$ cat config.mk
export PLATFORM = sky130hd
export DESIGN_NAME = bws_ctrl
export DESIGN_NICKNAME = d
export VERILOG_FILES = /design/src/bws_pkg.sv /design/src/bws_ctrl.sv
export SDC_FILE = /design/constraint.sdc
export NUM_CORES = 1
export LEC_CHECK = 0
export CAP_MARGIN = 20
export CORE_AREA = 5 5 42 44
export CTS_CLUSTER_DIAMETER = 100
export DETAILED_ROUTE_END_ITERATION = 7
export DIE_AREA = 0 0 47 49
export DONT_BUFFER_PORTS = 1
export GPL_TIMING_DRIVEN = 0
export PLACE_DENSITY_LB_ADDON = 0.08
export SYNTH_ARGS = -nofsm -noshare
export SYNTH_HDL_FRONTEND = slang
export SYNTH_SLANG_ARGS = --single-unit
$ cat constraint.sdc
create_clock -name clk_i -period 2 [get_ports clk_i]
set_input_delay 0.1 -clock clk_i [delete_from_list [all_inputs] [get_ports clk_i]]
set_output_delay 0.1 -clock clk_i [all_outputs]
set_load 0.05 [all_outputs]
$ cat src/bws_pkg.sv
// Shared types, constants and helpers of the box-window sharpen block.
// Used by bws_ctrl, bws_dp and box_window_sharpen_core. No dependencies.
package bws_pkg;

  localparam int MaxWidth   = 2048;
  localparam int MaxHeight  = 4096;
  localparam int MaxRadius  = 32;
  localparam int StoreRows  = 2 * MaxRadius + 1;
  localparam int StoreDepth = StoreRows * MaxWidth;
  localparam int ColBits    = $clog2(MaxWidth);
  localparam int RowBits    = $clog2(MaxHeight);
  localparam int SlotBits   = $clog2(StoreRows);
  localparam int AddrBits   = $clog2(StoreDepth);

  localparam logic [11:0] WidthReset  = 12'd1920;
  localparam logic [12:0] HeightReset = 13'd1080;
  localparam logic [5:0]  RadiusReset = 6'd20;

  // register indexes of the configuration port
  localparam logic [1:0] RegWidth  = 2'd0;
  localparam logic [1:0] RegHeight = 2'd1;
  localparam logic [1:0] RegRadius = 2'd2;

  typedef enum logic [3:0] {
    S_IDLE,
    S_DECIDE,
    S_CHECK,
    S_START,
    S_SUM,
    S_DRAIN,
    S_DIV,
    S_OUT
  } state_e;

  typedef struct packed {
    logic capture;
    logic write;
    logic win_init;
    logic win_step;
    logic div_start;
    logic div_step;
    logic emit;
  } ctrl_cmd_t;

  typedef struct packed {
    logic kind;
    logic input_done;
    logic emit_due;
    logic r_zero;
    logic win_last;
    logic pipe_busy;
    logic div_last;
    logic out_free;
  } ctrl_stat_t;

  // row modulo StoreRows: reciprocal estimate, never too high, then one correction
  function automatic logic [SlotBits-1:0] row_slot(input logic [RowBits-1:0] row);
    logic [21:0] prod;
    logic [5:0]  q;
    logic [12:0] rem;
    prod = {10'd0, row} * 22'd1008;
    q    = prod[21:16];
    rem  = {1'b0, row} - ({7'd0, q} * 13'd65);
    if (rem >= 13'(StoreRows)) begin
      rem = rem - 13'(StoreRows);
    end
    return rem[SlotBits-1:0];
  endfunction

endpackage

$ cat src/bws_ctrl.sv
// Controller state machine of the box-window sharpen block.
// Depends on bws_pkg; drives bws_dp through command and status structs.
module bws_ctrl (
  input  logic                clk_i,
  input  logic                rst_ni,
  input  logic                in_valid_i,
  output logic                in_ready_o,
  input  bws_pkg::ctrl_stat_t stat_i,
  output bws_pkg::ctrl_cmd_t  cmd_o
);
  import bws_pkg::*;

  state_e state_q, state_d;

  always_ff @(posedge clk_i or negedge rst_ni) begin
    if (!rst_ni) begin
      state_q <= S_IDLE;
    end else begin
      state_q <= state_d;
    end
  end

  // next state
  always_comb begin
    state_d = state_q;
    case (state_q)
      S_IDLE:   if (in_valid_i) state_d = S_DECIDE;
      S_DECIDE: begin
        if (stat_i.input_done) state_d = S_START;
        else if (stat_i.kind)  state_d = S_IDLE;
        else                   state_d = S_CHECK;
      end
      S_CHECK:  state_d = stat_i.emit_due ? S_START : S_IDLE;
      S_START:  state_d = stat_i.r_zero ? S_OUT : S_SUM;
      S_SUM:    if (stat_i.win_last) state_d = S_DRAIN;
      S_DRAIN:  if (!stat_i.pipe_busy) state_d = S_DIV;
      S_DIV:    if (stat_i.div_last) state_d = S_OUT;
      S_OUT:    if (stat_i.out_free) state_d = S_IDLE;
      default:  state_d = S_IDLE;
    endcase
  end

  // commands
  always_comb begin
    cmd_o      = '0;
    in_ready_o = 1'b0;
    case (state_q)
      S_IDLE: begin
        in_ready_o    = 1'b1;
        cmd_o.capture = in_valid_i;
      end
      S_DECIDE: cmd_o.write     = !stat_i.input_done && !stat_i.kind;
      S_START:  cmd_o.win_init  = !stat_i.r_zero;
      S_SUM:    cmd_o.win_step  = 1'b1;
      S_DRAIN:  cmd_o.div_start = !stat_i.pipe_busy;
      S_DIV:    cmd_o.div_step  = 1'b1;
      S_OUT:    cmd_o.emit      = stat_i.out_free;
      default:  cmd_o           = '0;
    endcase
  end

endmodule

# Yosys cells after proc, flatten, opt, wreduce, memory -nomap -nowiden
# Index checks and enable logic that the tools add are counted.
[totals] reg_bits=4
[op_classes] n_eq_ne=12 mux=18 n_reduce_logical=7
[ops] cell="$pmux 4 s8" n=1
[ops] cell="$mux 4" n=5
[ops] cell="$eq 4x3->1 const B" n=4
[ops] cell="$ne 2x2->1 const B" n=5
[ops] cell="$eq 4x2->1 const B" n=2
[ops] cell="$mux 1" n=8
[ops] cell="$mux 2" n=4
[ops] cell="$reduce_and 5->1" n=1
[ops] cell="$eq 4x1->1 const B" n=1
[ops] cell="$logic_not 1->1" n=4
[ops] cell="$logic_not 4->1" n=1
[ops] cell="$logic_and 1x1->1" n=1

# Logic depth before layout (Yosys ltp)
[logic_depth] word_depth=3 depth_mapped=5 mapped_depth_nobuf=4

# Worst setup path after synthesis
# OpenSTA, ideal clock, no wires.
[synth_path] path_type="reg-to-output" startpoint="reg state_q[0]" endpoint="out cmd_o[2] (netlist bit)" t_arrival_ns=2.299 path_slack_ns=-0.399 path_stages_with_launch=4 n_path_buf=1 cell_sequence="dfrtp_1 -> buf_2 -> inv_2 -> nor4b_1"
[synth_lines] element="from (decl)" line_no="bws_ctrl.sv:13" text="state_e state_q, state_d;"
[synth_lines] element="from (signal assigned)" line_no="bws_ctrl.sv:19" text="state_q <= state_d;"
[synth_lines] element="to (decl)" line_no="bws_ctrl.sv:9" text="output bws_pkg::ctrl_cmd_t cmd_o"

==> summary.txt <==
Timing
  – Final setup viols: 0
  – Setup TNS: 0 ns
  – Hold_ws: 0.1263 ns
  – Setup ws final: 0.09352 ns
  – Peak Freq: 524.5 MHz
  – RSZ-0062 raised after global routing: false
  – Tmin final: 1.906 ns
  – Crit share post-route: 95.32%
  – Max Slew Vio Count: 0
  – Clk_skew: 0.0006826 ns
  – Slew headroom: 44.24%
  – Slew @ Worst Pin: 0.8327 ns
  – Final Hold Vio Count: 0

Routing
  – Drt total wl: 909 um
  – Residual DRC: 0
  – ANT nets after route: 0
  – Drt initial violations: 1
  – Vias/cell: 5.111
  – DR vias: 322
  – Routed length per instance: 14.43 um
  – DR pass1 iterations: 2

Layout
  – Max FFs per register: 3
  – Footprint of the multi-input gates: 251.5 um2
  – Top reg by flops: state_q
  – Fraction of layout cells with a size suffix above 1: 38.30%
  – Commonest non-fill, non-tap cell in the layout: nand2_1
  – Top Registers: state_q: 3 flops
  – Layout area overhead: 34.54%
  – Layout fillers: 160
  – N_diodes: 0
  – Storage element area: 75.07 um2
  – Fin nets: 59
  – Commonest non-fill, non-tap cells in the layout: 4 x nand2_1, 3 x clkbuf_4, 3 x dfrtp_1

Worst setup path
  – Crit. End Element: output pin
  – Max stage delay cell, worst path: nor3_4
  – Setup CP Type: reg -> out
  – Crit path cell chain: buf_2 > nor3_4 > and2_2
  – R2r setup slk: 0.24 ns
  – Worst path required time: 1.90 ns
  – Crit-path max FO: 10
  – Max incr delay on CP: 0.52 ns
  – Worst path arrival time: 1.81 ns
  – Critical Path Start: state_q[0]$_DFFE_PN0P_
  – R2R depth: 4
  – Critical Path Source Type: flip-flop
  – RR Endpoint: state_q[2]$_DFFE_PN0P_
  – Critical path's top delay family: simple AND/OR/NAND/NOR gates
  – Worst Path Buf+Inv: 1
  – Critical Path Stages: 3
  – Reg2reg start: state_q[2]$_DFFE_PN0P_
  – CP Capture Point: cmd_o[6]

Clocking
  – Clk Latency, worst-skew pair: 0.22 ns
  – Clk slew on worst S/H paths: 0.04 ns
  – Clk buf depth: 2
  – TritonCTS buffer count: 3
  – Clock sink count: 3
  – Setup Buffers After CTS: 0
  – CTS tree: yes
  – H-tree depth: 1
  – Root Driver: clkbuf_4

Power
  – Pwr/cell area: 1992 mW/mm2
  – Total Power: 0.8349 mW
  – Peak supply drop: 0.5951 mV
  – Leakage power: 0.1659 nW

Floorplanning
  – DIE AREA: 0.002303 mm2
  – Chip width: 47 um
  – Core Box Area: 0.001401 mm2
  – Vert. Die Dim: 49 um
  – Num rows: 14
  – Io pins: 19
  – Initial Utilization: 22.23%

Global route
  – Global-route usage over all layers: 8.457%
  – Initial antenna violation count: 0
  – Vias in the first global route: 347
  – First-pass GRT wire length: 1.462 mm
  – Global route total overflow: 0
  – Largest net degree at the start of global routing: 11

Place
  – Pre-CTS WS: -0.05695 ns
  – # port buffers: 0
  – Post-DP HPWL: 728.8 um
  – Gpl congestion: 0.6568

Job
  – Max Cap Violations: 0

Synthesis
  – Post-synthesis sequential area ratio: 24.10%
  – Synthesis Warnings: 0
  – Post-synthesis register bit count: 3
  – Post-synthesis cell area: 311.5 um2
  – Cell variety after synth: 28
  – Avg Inst Size Synth: 7.789 um2
  – Syn nets: 51
  – Mapped Cells: 40

Outcome
  – Status: complete, no violations

Worst hold path
  – Worst min path class: in -> async
## synth_stat cells, drive strengths merged
| cell type | number | share of area [%] |
|---|---|---|
| nor3 | 2 | 3.2 |
| o21ai | 2 | 3.2 |
| buf | 2 | 3.2 |
| a311oi | 1 | 4.8 |
| a22oi | 1 | 2.4 |
| mux2i | 1 | 3.2 |
| or2 | 1 | 2.0 |
| nor3b | 1 | 2.4 |
| or4 | 1 | 2.4 |
| clkbuf | 1 | 1.2 |
| nor4b | 1 | 2.8 |
| o21ba | 2 | 6.4 |
| or3 | 1 | 2.0 |
| nor2 | 4 | 4.8 |
| xnor2 | 1 | 2.8 |
| nand2 | 4 | 4.8 |
| o32a | 1 | 3.2 |
| mux2 | 1 | 4.8 |
| inv | 2 | 2.4 |
| and2 | 1 | 2.0 |
| dfrtp | 3 | 24 |
| o21bai | 1 | 2.4 |
| a21oi | 2 | 3.2 |
| o22ai | 1 | 2.0 |
| nand2b | 2 | 4.0 |
## final cells by class
type                            count  area share [%]
Timing Repair Buffer                3           5.970
Sequential cell                     3           17.91
Multi-Input combinational cell     32           60.00
Tap cell                           16           4.776
Clock buffer                        4           6.269
Buffer                              3           3.284
Inverter                            2           1.791
## worst min path at each step
stage,from,to,slack [ns]
2_1_floorplan,rst_ni,state_q[0]$_DFFE_PN0P_,-0.20
3_3_place_gp,rst_ni,state_q[0]$_DFFE_PN0P_,-0.20
3_5_place_dp,rst_ni,state_q[1]$_DFFE_PN0P_,-0.20
4_1_cts,rst_ni,state_q[1]$_DFFE_PN0P_,0.12
5_1_grt,rst_ni,state_q[1]$_DFFE_PN0P_,0.13
6_report,rst_ni,state_q[1]$_DFFE_PN0P_,0.13
## logic make-up (layout without fill, tap and decap cells)
kind of cell              after synthesis  in the layout  synth area share, %
muxes                                   2              2                8.031
DFF                                     3              3                24.10
xor gates and xnor gates                1              1                2.812
and+or+nand+nor                        18             18                30.52
buffers and inverters                   5             12                6.824
AOI/OAI and AO/OA                      11             11                27.71
## routing by layer
metal,share of wire (%),track usage [%],up-vias
met1,45,11.23,152
met2,47,12.44,13
met3,7.3,2.214,2
met4,1.2,3.687,0
met5,0,0,-
li1,-,-,155
## per-stage QoR
stage | cells | util, % | cell area (um2)
4_1_cts | 63 | 29.91 | 419.2
3_3_place_gp | 56 | 24.46 | 342.8
5_1_grt | 63 | 29.91 | 419.2
3_5_place_dp | 58 | 25.89 | 362.8
2_1_floorplan | 40 | - | 322.8
6_report | 63 | 29.91 | 419.2
## where the power goes
part	switching, mW	total, mW	internal, mW
registers	0.0419	0.135	0.0935
clock network	0.0272	0.102	0.0745
logic	0.385	0.598	0.212
total	0.455	0.835	0.380
## repair_timing
action / in CTS / in global routing
pin swaps: 0 / 1
resized for setup: 6 / 0
hold buffers: 1 / 0
hold endpoints to repair: 3 / 0
endpoints found under the setup margin: 3 / 1
Note: power is estimated with default switching activity, not from simulation.
